===== config.mk =====
export PLATFORM = sky130hd
export DESIGN_NAME = lcg48_random_generator
export DESIGN_NICKNAME = d
export VERILOG_FILES = /design/src/hw/rtl/lcg48_pkg.sv /design/src/hw/rtl/lcg48_random_generator.sv
export SDC_FILE = /design/constraint.sdc
export NUM_CORES = 2
export LEC_CHECK = 0
export BUFFER_PORTS_ARGS = -buffer_cell sky130_fd_sc_hd__buf_4
export CAP_MARGIN = 20
export CORE_MARGIN = 8
export CORE_UTILIZATION = 47
export CTS_BUF_LIST = sky130_fd_sc_hd__clkbuf_2 sky130_fd_sc_hd__clkbuf_4 sky130_fd_sc_hd__clkbuf_8
export DETAILED_ROUTE_END_ITERATION = 12
export GPL_TIMING_DRIVEN = 0
export PLACE_DENSITY = 0.59
export SYNTH_ARGS = -nofsm -noshare
export SYNTH_HDL_FRONTEND = slang
export SYNTH_SLANG_ARGS = --single-unit
export TNS_END_PERCENT = 30

===== constraint.sdc =====
create_clock -name i_clk -period 15.3 [get_ports i_clk]
set_input_delay 1.53 -clock i_clk [delete_from_list [all_inputs] [get_ports i_clk]]
set_output_delay 1.53 -clock i_clk [all_outputs]
set_load 0.02 [all_outputs]

===== src/hw/rtl/lcg48_pkg.sv =====
// Package for the 48-bit LCG generator: codes, microcode control word and program table.
`default_nettype none
package lcg48_pkg;

    // LCG constants
    localparam int SEED_BITS = 48;
    localparam logic [34:0] LCG_MUL = 35'h5DEECE66D;
    localparam logic [SEED_BITS-1:0] LCG_ADD = 48'hB;
    localparam logic [SEED_BITS-1:0] SEED_RESET = 48'h5DEECE66D;

    // Width of one bounded draw and of the divider count
    localparam int U_BITS = 31;
    localparam logic [4:0] DIV_LAST = 5'(U_BITS - 1);

    // Biased exponents for a mantissa normalized at bit 52
    localparam logic [10:0] EXP_FLOAT_INIT = 11'd126;
    localparam logic [10:0] EXP_DOUBLE_INIT = 11'd1022;

    // Request codes
    localparam logic [2:0] FUNC_RESEED = 3'd0;
    localparam logic [2:0] FUNC_INT32 = 3'd1;
    localparam logic [2:0] FUNC_BOUNDED = 3'd2;
    localparam logic [2:0] FUNC_INT64 = 3'd3;
    localparam logic [2:0] FUNC_BOOL = 3'd4;
    localparam logic [2:0] FUNC_FLOAT = 3'd5;
    localparam logic [2:0] FUNC_DOUBLE = 3'd6;

    // Program addresses that are entered or jumped to
    localparam logic [5:0] A_RESEED = 6'd0;
    localparam logic [5:0] A_IDLE_FUNC = 6'd1;
    localparam logic [5:0] A_FIN = 6'd2;
    localparam logic [5:0] A_INT32 = 6'd3;
    localparam logic [5:0] A_BOOL = 6'd6;
    localparam logic [5:0] A_INT64 = 6'd9;
    localparam logic [5:0] A_BOUNDED = 6'd15;
    localparam logic [5:0] A_BND_DRAW = 6'd16;
    localparam logic [5:0] A_DIVSTEP = 6'd20;
    localparam logic [5:0] A_PMUL = 6'd22;
    localparam logic [5:0] A_FLOAT = 6'd23;
    localparam logic [5:0] A_FNORM = 6'd27;
    localparam logic [5:0] A_DOUBLE = 6'd29;
    localparam logic [5:0] A_DNORM = 6'd36;
    localparam logic [5:0] A_LAST = 6'd37;

    typedef enum logic [4:0] {
        OP_NOP,
        OP_RESEED,
        OP_ZERO,
        OP_MUL,
        OP_ADV,
        OP_INT32,
        OP_BOOL,
        OP_HI32,
        OP_LO32,
        OP_CHKB,
        OP_R31,
        OP_PMUL,
        OP_DIVINIT,
        OP_DIVSTEP,
        OP_REJ,
        OP_F24,
        OP_D26,
        OP_D27,
        OP_ZCHK,
        OP_NORM,
        OP_PACKF,
        OP_PACKD
    } t_op;

    typedef enum logic [2:0] {
        JC_NONE,
        JC_NEG,
        JC_POW2,
        JC_DIVMORE,
        JC_REJECT,
        JC_XZERO,
        JC_NOTNORM
    } t_cond;

    typedef struct packed {
        t_op        op;
        t_cond      cond;
        logic [5:0] target;
        logic       last;
    } t_cw;

    function automatic t_cw f_cw(t_op op, t_cond cond, logic [5:0] target, logic last);
        t_cw w;
        w.op = op;
        w.cond = cond;
        w.target = target;
        w.last = last;
        return w;
    endfunction

    // Program table: one control word per step
    function automatic t_cw f_rom(logic [5:0] pc);
        t_cw w;
        case (pc)
            6'd0:  w = f_cw(OP_RESEED,  JC_NONE,    A_FIN,      1'b1);
            6'd1:  w = f_cw(OP_ZERO,    JC_NONE,    A_FIN,      1'b1);
            6'd2:  w = f_cw(OP_NOP,     JC_NONE,    A_FIN,      1'b1);
            // int32
            6'd3:  w = f_cw(OP_MUL,     JC_NONE,    A_FIN,      1'b0);
            6'd4:  w = f_cw(OP_ADV,     JC_NONE,    A_FIN,      1'b0);
            6'd5:  w = f_cw(OP_INT32,   JC_NONE,    A_FIN,      1'b1);
            // boolean
            6'd6:  w = f_cw(OP_MUL,     JC_NONE,    A_FIN,      1'b0);
            6'd7:  w = f_cw(OP_ADV,     JC_NONE,    A_FIN,      1'b0);
            6'd8:  w = f_cw(OP_BOOL,    JC_NONE,    A_FIN,      1'b1);
            // int64
            6'd9:  w = f_cw(OP_MUL,     JC_NONE,    A_FIN,      1'b0);
            6'd10: w = f_cw(OP_ADV,     JC_NONE,    A_FIN,      1'b0);
            6'd11: w = f_cw(OP_HI32,    JC_NONE,    A_FIN,      1'b0);
            6'd12: w = f_cw(OP_MUL,     JC_NONE,    A_FIN,      1'b0);
            6'd13: w = f_cw(OP_ADV,     JC_NONE,    A_FIN,      1'b0);
            6'd14: w = f_cw(OP_LO32,    JC_NONE,    A_FIN,      1'b1);
            // bounded int
            6'd15: w = f_cw(OP_CHKB,    JC_NEG,     A_FIN,      1'b0);
            6'd16: w = f_cw(OP_MUL,     JC_NONE,    A_FIN,      1'b0);
            6'd17: w = f_cw(OP_ADV,     JC_NONE,    A_FIN,      1'b0);
            6'd18: w = f_cw(OP_R31,     JC_POW2,    A_PMUL,     1'b0);
            6'd19: w = f_cw(OP_DIVINIT, JC_NONE,    A_FIN,      1'b0);
            6'd20: w = f_cw(OP_DIVSTEP, JC_DIVMORE, A_DIVSTEP,  1'b0);
            6'd21: w = f_cw(OP_REJ,     JC_REJECT,  A_BND_DRAW, 1'b1);
            6'd22: w = f_cw(OP_PMUL,    JC_NONE,    A_FIN,      1'b1);
            // float
            6'd23: w = f_cw(OP_MUL,     JC_NONE,    A_FIN,      1'b0);
            6'd24: w = f_cw(OP_ADV,     JC_NONE,    A_FIN,      1'b0);
            6'd25: w = f_cw(OP_F24,     JC_NONE,    A_FIN,      1'b0);
            6'd26: w = f_cw(OP_ZCHK,    JC_XZERO,   A_FIN,      1'b0);
            6'd27: w = f_cw(OP_NORM,    JC_NOTNORM, A_FNORM,    1'b0);
            6'd28: w = f_cw(OP_PACKF,   JC_NONE,    A_FIN,      1'b1);
            // double
            6'd29: w = f_cw(OP_MUL,     JC_NONE,    A_FIN,      1'b0);
            6'd30: w = f_cw(OP_ADV,     JC_NONE,    A_FIN,      1'b0);
            6'd31: w = f_cw(OP_D26,     JC_NONE,    A_FIN,      1'b0);
            6'd32: w = f_cw(OP_MUL,     JC_NONE,    A_FIN,      1'b0);
            6'd33: w = f_cw(OP_ADV,     JC_NONE,    A_FIN,      1'b0);
            6'd34: w = f_cw(OP_D27,     JC_NONE,    A_FIN,      1'b0);
            6'd35: w = f_cw(OP_ZCHK,    JC_XZERO,   A_FIN,      1'b0);
            6'd36: w = f_cw(OP_NORM,    JC_NOTNORM, A_DNORM,    1'b0);
            6'd37: w = f_cw(OP_PACKD,   JC_NONE,    A_FIN,      1'b1);
            default: w = f_cw(OP_NOP,   JC_NONE,    A_FIN,      1'b1);
        endcase
        return w;
    endfunction

    // Entry point of the program for each request code
    function automatic logic [5:0] f_entry(logic [2:0] func);
        logic [5:0] a;
        case (func)
            FUNC_RESEED:  a = A_RESEED;
            FUNC_INT32:   a = A_INT32;
            FUNC_BOUNDED: a = A_BOUNDED;
            FUNC_INT64:   a = A_INT64;
            FUNC_BOOL:    a = A_BOOL;
            FUNC_FLOAT:   a = A_FLOAT;
            FUNC_DOUBLE:  a = A_DOUBLE;
            default:      a = A_IDLE_FUNC;
        endcase
        return a;
    endfunction

endpackage
`default_nettype wire


===== src/hw/rtl/lcg48_random_generator.sv =====
// Top level: microcoded 48-bit LCG generator for reseed, int, bounded, long, boolean, float, double.
// Steps: reseed; int32 and boolean draw once, int64 twice; a negative bound gives zero with
// o_bad_bound set; a power-of-two bound uses multiply-shift, any other bound 31 one-bit divider
// steps plus a redraw for each rejected draw; float and double normalize their draw, and a zero
// draw skips normalizing and gives zero. A request is taken only while none is in progress;
// a new word is taken while the last result still waits on the output, and a stalled output
// word holds the finishing step. Each draw is two steps.
// Reset (synchronous, active low) sets the seed to 0x5DEECE66D and empties both sides.
`default_nettype none
module lcg48_random_generator (
    input  wire logic        i_clk,
    input  wire logic        i_rst_n,
    input  wire logic        i_in_valid,
    output logic             o_in_stall,
    input  wire logic [2:0]  i_func,
    input  wire logic [47:0] i_seed_value,
    input  wire logic [31:0] i_bound,
    output logic             o_out_valid,
    input  wire logic        i_out_stall,
    output logic [63:0]      o_value,
    output logic             o_bad_bound
);
    import lcg48_pkg::*;

    // control state
    logic        r_busy;
    logic [5:0]  r_pc;
    logic        r_out_valid;
    logic [63:0] r_value;
    logic        r_bad_out;

    // datapath registers
    logic [47:0] r_seed, n_seed;
    logic [47:0] r_sv;
    logic [31:0] r_bound;
    logic [47:0] r_pa, n_pa;
    logic [23:0] r_pb, n_pb;
    logic [63:0] r_val, n_val;
    logic        r_bad, n_bad;
    logic [30:0] r_u, n_u;
    logic [30:0] r_q, n_q;
    logic [31:0] r_rem, n_rem;
    logic [4:0]  r_cnt, n_cnt;
    logic [52:0] r_x, n_x;
    logic [10:0] r_exp, n_exp;

    t_cw         cw;
    logic        in_acc;
    logic        jump;
    logic        fin_now;
    logic        out_free;
    logic        step_en;
    logic [58:0] prod_lo;
    logic [47:0] prod_hi;
    logic [62:0] prod_b;
    logic [31:0] rem_sh;
    logic [31:0] rej_sum;
    logic [31:0] bound_m1;

    assign cw = f_rom(r_pc);
    assign in_acc = i_in_valid && !r_busy;
    assign out_free = !r_out_valid || !i_out_stall;

    // LCG partial products: low half times full multiplier, high half times its low 24 bits
    assign prod_lo = r_seed[23:0] * LCG_MUL;
    assign prod_hi = r_seed[47:24] * LCG_MUL[23:0];
    assign prod_b = r_bound * r_u;

    assign bound_m1 = r_bound - 32'd1;
    assign rem_sh = {r_rem[30:0], r_q[30]};
    assign rej_sum = {1'b0, r_u} - r_rem + bound_m1;

    // evaluate the step's jump condition
    always_comb begin
        case (cw.cond)
            JC_NONE:    jump = 1'b0;
            JC_NEG:     jump = r_bound[31];
            JC_POW2:    jump = (r_bound & bound_m1) == 32'd0;
            JC_DIVMORE: jump = r_cnt != 5'd0;
            JC_REJECT:  jump = rej_sum[31];
            JC_XZERO:   jump = r_x == 53'd0;
            JC_NOTNORM: jump = !r_x[52];
            default:    jump = 1'b0;
        endcase
    end

    assign fin_now = r_busy && !jump && cw.last;
    assign step_en = r_busy && !(fin_now && !out_free);

    // datapath operation of the current step
    always_comb begin
        n_seed = r_seed;
        n_pa = r_pa;
        n_pb = r_pb;
        n_val = r_val;
        n_bad = r_bad;
        n_u = r_u;
        n_q = r_q;
        n_rem = r_rem;
        n_cnt = r_cnt;
        n_x = r_x;
        n_exp = r_exp;
        case (cw.op)
            OP_NOP: begin
            end
            OP_RESEED: begin
                n_seed = r_sv ^ SEED_RESET;
                n_val = 64'd0;
            end
            OP_ZERO: n_val = 64'd0;
            OP_MUL: begin
                n_pa = prod_lo[47:0];
                n_pb = prod_hi[23:0];
            end
            OP_ADV: n_seed = r_pa + {r_pb, 24'd0} + LCG_ADD;
            OP_INT32: n_val = {{32{r_seed[47]}}, r_seed[47:16]};
            OP_BOOL: n_val = {63'd0, r_seed[47]};
            OP_HI32: n_val = {r_seed[47:16], 32'd0};
            OP_LO32: n_val = r_val + {{32{r_seed[47]}}, r_seed[47:16]};
            OP_CHKB: begin
                n_bad = r_bound[31];
                n_val = 64'd0;
            end
            OP_R31: n_u = r_seed[47:17];
            OP_PMUL: n_val = {33'd0, prod_b[61:31]};
            OP_DIVINIT: begin
                n_rem = 32'd0;
                n_q = r_u;
                n_cnt = DIV_LAST;
            end
            OP_DIVSTEP: begin
                n_rem = (rem_sh >= r_bound) ? rem_sh - r_bound : rem_sh;
                n_q = {r_q[29:0], 1'b0};
                n_cnt = r_cnt - 5'd1;
            end
            OP_REJ: n_val = {32'd0, r_rem};
            OP_F24: begin
                n_x = {r_seed[47:24], 29'd0};
                n_exp = EXP_FLOAT_INIT;
            end
            OP_D26: n_x = {27'd0, r_seed[47:22]};
            OP_D27: begin
                n_x = {r_x[25:0], r_seed[47:21]};
                n_exp = EXP_DOUBLE_INIT;
            end
            OP_ZCHK: n_val = 64'd0;
            OP_NORM: begin
                if (!r_x[52]) begin
                    if (r_x[52:49] == 4'd0) begin
                        n_x = {r_x[48:0], 4'd0};
                        n_exp = r_exp - 11'd4;
                    end else begin
                        n_x = {r_x[51:0], 1'b0};
                        n_exp = r_exp - 11'd1;
                    end
                end
            end
            OP_PACKF: n_val = {32'd0, 1'b0, r_exp[7:0], r_x[51:29]};
            OP_PACKD: n_val = {1'b0, r_exp, r_x[51:0]};
            default: begin
            end
        endcase
    end

    // sequencer, seed and output word
    always_ff @(posedge i_clk) begin
        if (!i_rst_n) begin
            r_busy <= 1'b0;
            r_pc <= A_FIN;
            r_out_valid <= 1'b0;
            r_seed <= SEED_RESET;
        end else begin
            if (r_out_valid && !i_out_stall) begin
                r_out_valid <= 1'b0;
            end
            if (in_acc) begin
                r_busy <= 1'b1;
                r_pc <= f_entry(i_func);
            end else if (step_en) begin
                r_seed <= n_seed;
                if (jump) begin
                    r_pc <= cw.target;
                end else if (cw.last) begin
                    r_busy <= 1'b0;
                    r_out_valid <= 1'b1;
                    r_value <= n_val;
                    r_bad_out <= n_bad;
                end else begin
                    r_pc <= r_pc + 6'd1;
                end
            end
        end
    end

    // request fields and working registers
    always_ff @(posedge i_clk) begin
        if (in_acc) begin
            r_sv <= i_seed_value;
            r_bound <= i_bound;
            r_bad <= 1'b0;
        end else if (step_en) begin
            r_pa <= n_pa;
            r_pb <= n_pb;
            r_val <= n_val;
            r_bad <= n_bad;
            r_u <= n_u;
            r_q <= n_q;
            r_rem <= n_rem;
            r_cnt <= n_cnt;
            r_x <= n_x;
            r_exp <= n_exp;
        end
    end

    assign o_in_stall = r_busy;
    assign o_out_valid = r_out_valid;
    assign o_value = r_value;
    assign o_bad_bound = r_bad_out;

    // program counter never leaves the table
    a_pc_range: assert property (@(posedge i_clk) disable iff (!i_rst_n)
        r_busy |-> r_pc <= A_LAST)
        else $error("program counter outside table");

    // a bad bound always comes with a zero value
    a_bad_zero: assert property (@(posedge i_clk) disable iff (!i_rst_n)
        r_out_valid && r_bad_out |-> r_value == 64'd0)
        else $error("bad bound with nonzero value");

    // remainder stays below the bound through the divider
    a_rem_lt: assert property (@(posedge i_clk) disable iff (!i_rst_n)
        r_busy && (cw.op == OP_DIVSTEP || cw.op == OP_REJ) |-> r_rem < r_bound)
        else $error("remainder not below bound");

    // a finished result waiting on a stalled output holds the sequencer
    a_hold_fin: assert property (@(posedge i_clk) disable iff (!i_rst_n)
        fin_now && r_out_valid && i_out_stall |=> r_busy && $stable(r_pc))
        else $error("result finished over a stalled output word");

endmodule
`default_nettype wire


Word-level counts from Yosys, hierarchy flattened:

Memories as Yosys holds them, arrays and structs flattened. A register that Yosys moved wholly into a read port is not among the register bits.
Index checks and enable logic that the tools add are counted.
Widths: inputs -> output; s select.

* word-level logic and storage cells: 142
* output and inout bits: 67
* memories: 1
* bits in read-only memories: 960
* input bits: 87
* register bits: 501

Memory list
* (name not given): depth 64, width 15, rd ports 1, clocked after Yosys merged registers in 1, write ports 0, RTL line lcg48_pkg.sv:99 `case (pc)`

* bitwise gates (word level): 4
* reductions and logical operators: 37
* add/subtract/negate cells: 11
* order comparisons: 1
* muxes and demuxes: 30
* equality and inequality tests: 36
* multipliers: 3

Operators by type and width (number)
* $pmux 64 s9: 1
* $pmux 53 s4: 1
* $mux 53: 2
* $pmux 48 s2: 1
* $add 64x64->64: 1
* $pmux 32 s2: 1
* $mul 32x31->62: 1
* $pmux 31 s2: 1
* $logic_not 53->1: 1
* $add 48x4->48 const B: 1
* $add 48x48->48: 1
* $mul 24x35->48 const B: 1
* $eq 5x4->1 const B: 8
* $mux 6: 6
* $pmux 5 s7: 1
* $pmux 11 s3: 1
* $add 32x32->32: 1
* $and 32x32->32: 1
* $ge 32x32->1: 1
* $logic_not 32->1: 1
* $mux 32: 1
* $sub 31x32->32: 1
* $sub 32x1->32 const B: 1
* $sub 32x32->32: 1
* other kinds (34): 85

Longest topological paths before layout:

* word-level depth: 14
* gate-level depth with buffers: 31
* depth with buffers taken out: 29

Worst setup path after synthesis:

OpenSTA, ideal clock, no wires.

* kind: flip-flop to flip-flop
* start point: register r_bound[0]
* end point: register r_pa[0], enable pin
* setup slack: 2.672 ns
* buffers on the path: 3
* library setup time: 0.680 ns
* stages on the path, launching flop included: 23
* arrival: 11.948 ns
* cells stage by stage: edfxtp_1 > clkbuf_1 > inv_1 > clkbuf_1 > ha_1 > nand3_1 > or3_1 > nand2b_1 > or4_1 > or3_1 > ha_1 > fa_1 > inv_1 > ha_1 > a21o_1 > a21o_1 > a21oi_1 > o221ai_1 > o311ai_1 > or2_1 > buf_6 > o21ai_1 > nor4_1

* cells in the longest elaborated chain, start to end: 11

Ends and longest elaborated chain
* start: declaration: RTL line lcg48_random_generator.sv:35 `logic [31:0] r_bound;`
* start signal: assignment: RTL line lcg48_random_generator.sv:199 `r_bound <= i_bound;`
* parallel branches: the longest is 3 deep, another holds $sub 32x1->32
* $pmux 1 s6 (*): RTL line lcg48_random_generator.sv:75 `case (cw.cond)`
* $logic_not 1->1 (*): RTL line lcg48_random_generator.sv:87 `assign fin_now = r_busy && !jump && cw.last;`
* $logic_and 1x1->1 (*) (2 in a row): RTL line lcg48_random_generator.sv:87
* $logic_and 1x1->1 (*): RTL line lcg48_random_generator.sv:88 `assign step_en = r_busy && !(fin_now && !out_free);`
* $logic_not 1->1 (*): RTL line lcg48_random_generator.sv:88
* $logic_and 1x1->1 (*): RTL line lcg48_random_generator.sv:88
* $reduce_and 3->1 (no source line) (*)
* end signal: assignment: RTL line lcg48_random_generator.sv:202 `r_pa <= n_pa;`
* end: declaration: RTL line lcg48_random_generator.sv:36 `logic [47:0] r_pa, n_pa;`

Every way passes the cells marked *.
A chain may end at the register's enable or synchronous reset.

Final worst setup path:

* start point: register r_u[18]
* end point: register r_value[17], in the netlist o_value[17] (data pin)

* cells in the longest elaborated chain, start to end: 2

Ends and longest elaborated chain
* start: declaration: RTL line lcg48_random_generator.sv:40 `logic [30:0] r_u, n_u;`
* start signal: assignment: RTL line lcg48_random_generator.sv:206 `r_u <= n_u;`
* $mul 32x31->62: RTL line lcg48_random_generator.sv:67 `assign prod_b = r_bound * r_u;`
* $pmux 64 s9: RTL line lcg48_random_generator.sv:103 `case (cw.op)`
* via n_val[17]: RTL line lcg48_random_generator.sv:38 `logic [63:0] r_val, n_val;`
* end signal: assignment: RTL line lcg48_random_generator.sv:186 `r_value <= n_val;`
* end: declaration: RTL line lcg48_random_generator.sv:29 `logic [63:0] r_value;`

The timed path passes the listed nets, and every way through them passes these cells.

==> results.md <==
- #FFs+latches synth: 515
- CP endpoint kind: register
- CTS sink count: 515
- Status: complete, no violations
- Path depth of the worst reg2reg path: 29
- DRC: 0
- Total GRT Usage: 32.7%
- Total number of vias: 61450
- Max-Cap Viols: 0
- R2r endpoint: o_value[17]
- Pin count of the biggest net entering global routing: 67
- Reg2reg start: r_u[18]
- Detail Route Antenna Nets: 0
- Reg-to-reg slack, setup: 4940 ps
- Clock transition at path regs: 60 ps
- Remaining global-route overflow: 0
- Min Tclk post-route: 10360 ps
- Cell variety after synth: 97
- First-pass DRT Iterations: 10
- Syn Area/Cell: 9.74 um^2
- Num rows: 150
- Max Slew Vio Count: 0
- EDFF count, synth: 444
- Wire per inst: 27.9 um
- Required @ worst endpoint: 15860 ps
- Yosys warnings: 0
- I/O Buffers: 151
- DIE WIDTH: 425 um
- Slowest stage cell, crit path: clkbuf_1
- CP peak stage delay: 940 ps
- Root Driver: clkbuf_8
- Arr. time, crit path: 10920 ps
- Met2 usage: 51.7%
- Crit-path most repeated cell: fa_1
- DP HPWL: 249000 um
- Design Area, Final: 85100 um^2
- Clock buffer depth: 3
- Num CTS Buffers: 90
- Area share of the largest cell type after synthesis: 34.7%
- GP Congestion: 1.02
- M3 GR Usage: 6.57%
- Top_reg_cell synth: edfxtp_1
- Worst hold path endpoint: r_q[11]
- CTS tree: built
- Met1 Use GR: 42.0%
- Die area: 180000 um^2
- Final cell count without fillers: 10647
- Top cells by area, synth: fa_1 (35%), edfxtp_1 (17%), ha_1 (12%), inv_1 (7.8%), nand2_1 (3.8%)
- Final worst path period share: 67.7%
- Initial DRC Count: 5448
- Cell accounting for the most synthesized area: fa_1
- Register area share after synthesis: 18.8%
- FILL cells: 15722
- RSZ-0062 raised after global routing: false
- Async SR Flop Fraction: 0%
- Worst hold start: r_q[10]
- Synth-to-Final Area Change: 8.34%
- Share of cells above drive strength 1: 5.06%
- Rel. slew slack: 15.3%
- Post-Syn Nets: 10265
- Total setup buffers inserted after CTS: 0
- CTS HTree Levels: 3
- First-pass GRT wire length: 433000 um
- Starting Density: 47.1%
- Die H: 425 um
- Worst-path maximum fanout: 10
- IO Count: 154
- Initial antenna violation count: 18
- Worst-margin pin slew: 1270 ps
- Cell Area, Placed: 83000 um^2
- Dpl cells: 10465
- Fmax: 96.6 MHz
- Busiest grt layer: met2
- Max Clock Skew: 61.3 ps
- Core box area: 167000 um^2
- Clk Latency, worst-skew pair: 820 ps
- Post-CTS Hold Buffers: 0
- Setup Viol. Count Final: 0
- Layout Nets: 10556
- Vias in the first global route: 64711
- Crit path kind: reg -> reg
- Syn Inst Count: 8067
- Cell area after synthesis: 78500 um^2
- Worst min path class: reg -> reg
- Final hold vios: 0
- Vias/cell: 5.77
- Detailed Route WL: 297000 um
- CP Launch Type: register
- Post-cts resize count: 0
- Worst Hold Path Cells: 2
[cell families after synthesis]
kind of cell               Yosys count  synth area share [%]
adders and majority gates         2111                  46.6
and+or+nand+nor                   2019                  11.7
buffers and inverters             1973                  9.47
AOI/OAI and AO/OA                 1098                  9.32
DFF                                515                  18.8
xor gates and xnor gates           260                  2.90
muxes                               91                  1.17
[metal layers]
| layer | routed length (um) | share of wire, % |
|---|---|---|
| met1 | 118000 | 40 |
| met2 | 132000 | 45 |
| met3 | 25500 | 8.6 |
| met4 | 21000 | 7.1 |
| met5 | 27 | 0.0091 |
[area by class of cell]
class	count	area (um^2)	area share (%)
Antenna cell	11	27.5	0.0323
Buffer	337	1300	1.52
Clock buffer	119	1480	1.73
Clock inverter	47	482	0.566
Inverter	1636	6150	7.22
Multi-Input combinational cell	5579	56400	66.3
Sequential cell	515	14800	17.3
Tap cell	2204	2760	3.24
Timing Repair Buffer	199	1760	2.06
[metrics by stage]
step	utilization, %	hold WS (ps)	worst slack [ps]	TNS [ps]
floorplan	-	461	2670	0
global placement	49.5	487	-4070	-554360
detailed placement	49.8	502	5000	0
CTS	51.0	515	4950	0
global route	51.0	530	4670	0
finish	51.1	513	4940	0
[sequential cells by signal (all words and copies together) (netlist names), 6 cells and up]
| signal | count |
|---|---|
| cw | 14 |
| o_value | 64 |
| r_bound | 32 |
| r_exp | 11 |
| r_pa | 48 |
| r_pb | 24 |
| r_pc | 6 |
| r_q | 31 |
| r_rem | 32 |
| r_seed | 48 |
| r_sv | 48 |
| r_u | 31 |
| r_val | 64 |
| r_x | 53 |
[synth_stat cells, drive strengths merged, types with 61 or more instances]
cell type and n:
inv 1630, fa 1361, nand2 800, ha 750, nor2 535, edfxtp 444
clkbuf 301, a21oi 290, and2 266, o21ai 203, xnor2 189, a21o 127
nand3 91, mux2i 87, nor3 73, dfxtp 71, xor2 71, o211ai 61
[worst max-delay path, delay by kind of cell, from the launching register on]
kind	cells	cell delay, ps
compound gates	6	1380
xor+xnor	1	600
fa+ha+maj	9	4330
buf+inv	7	2060
flops	1	360
simple gates	6	1380
[placed cells by master (no fill, tap or decap), types with 37 or more instances in the layout]
master	Yosys	layout
a21o_1	127	127
buf_4	3	177
o211ai_1	60	60
ha_1	750	750
nand2_1	799	799
a31oi_1	37	37
fa_1	1361	1361
nand4_1	43	43
nor2_1	535	535
nand3_1	91	91
o21ai_0	199	199
dfxtp_1	71	70
clkbuf_1	301	301
a22oi_1	56	56
nor3_1	72	71
inv_1	1625	1623
clkbuf_8	0	93
a221oi_1	44	44
xor2_1	71	71
edfxtp_1	444	444
and2_1	265	265
xnor2_1	189	189
mux2i_1	87	87
a21oi_1	289	289
[worst max-delay path by stage]
stage / start / endpoint / slack [ps] / cells past startpoint
4_1_cts: r_u[6] / r_val[24] / 4950 / 30
5_1_grt: r_u[18] / o_value[17] / 4670 / 29
2_1_floorplan: r_bound[0] / r_pa[0] / 2670 / 22
3_5_place_dp: r_u[6] / o_value[24] / 5000 / 30
3_3_place_gp: r_bound[0] / r_pa[2] / -4070 / 23
6_report: r_u[18] / o_value[17] / 4940 / 29
Power is not shown: default switching activity piles up to over one toggle a cycle in this logic, so the estimate is an artifact.
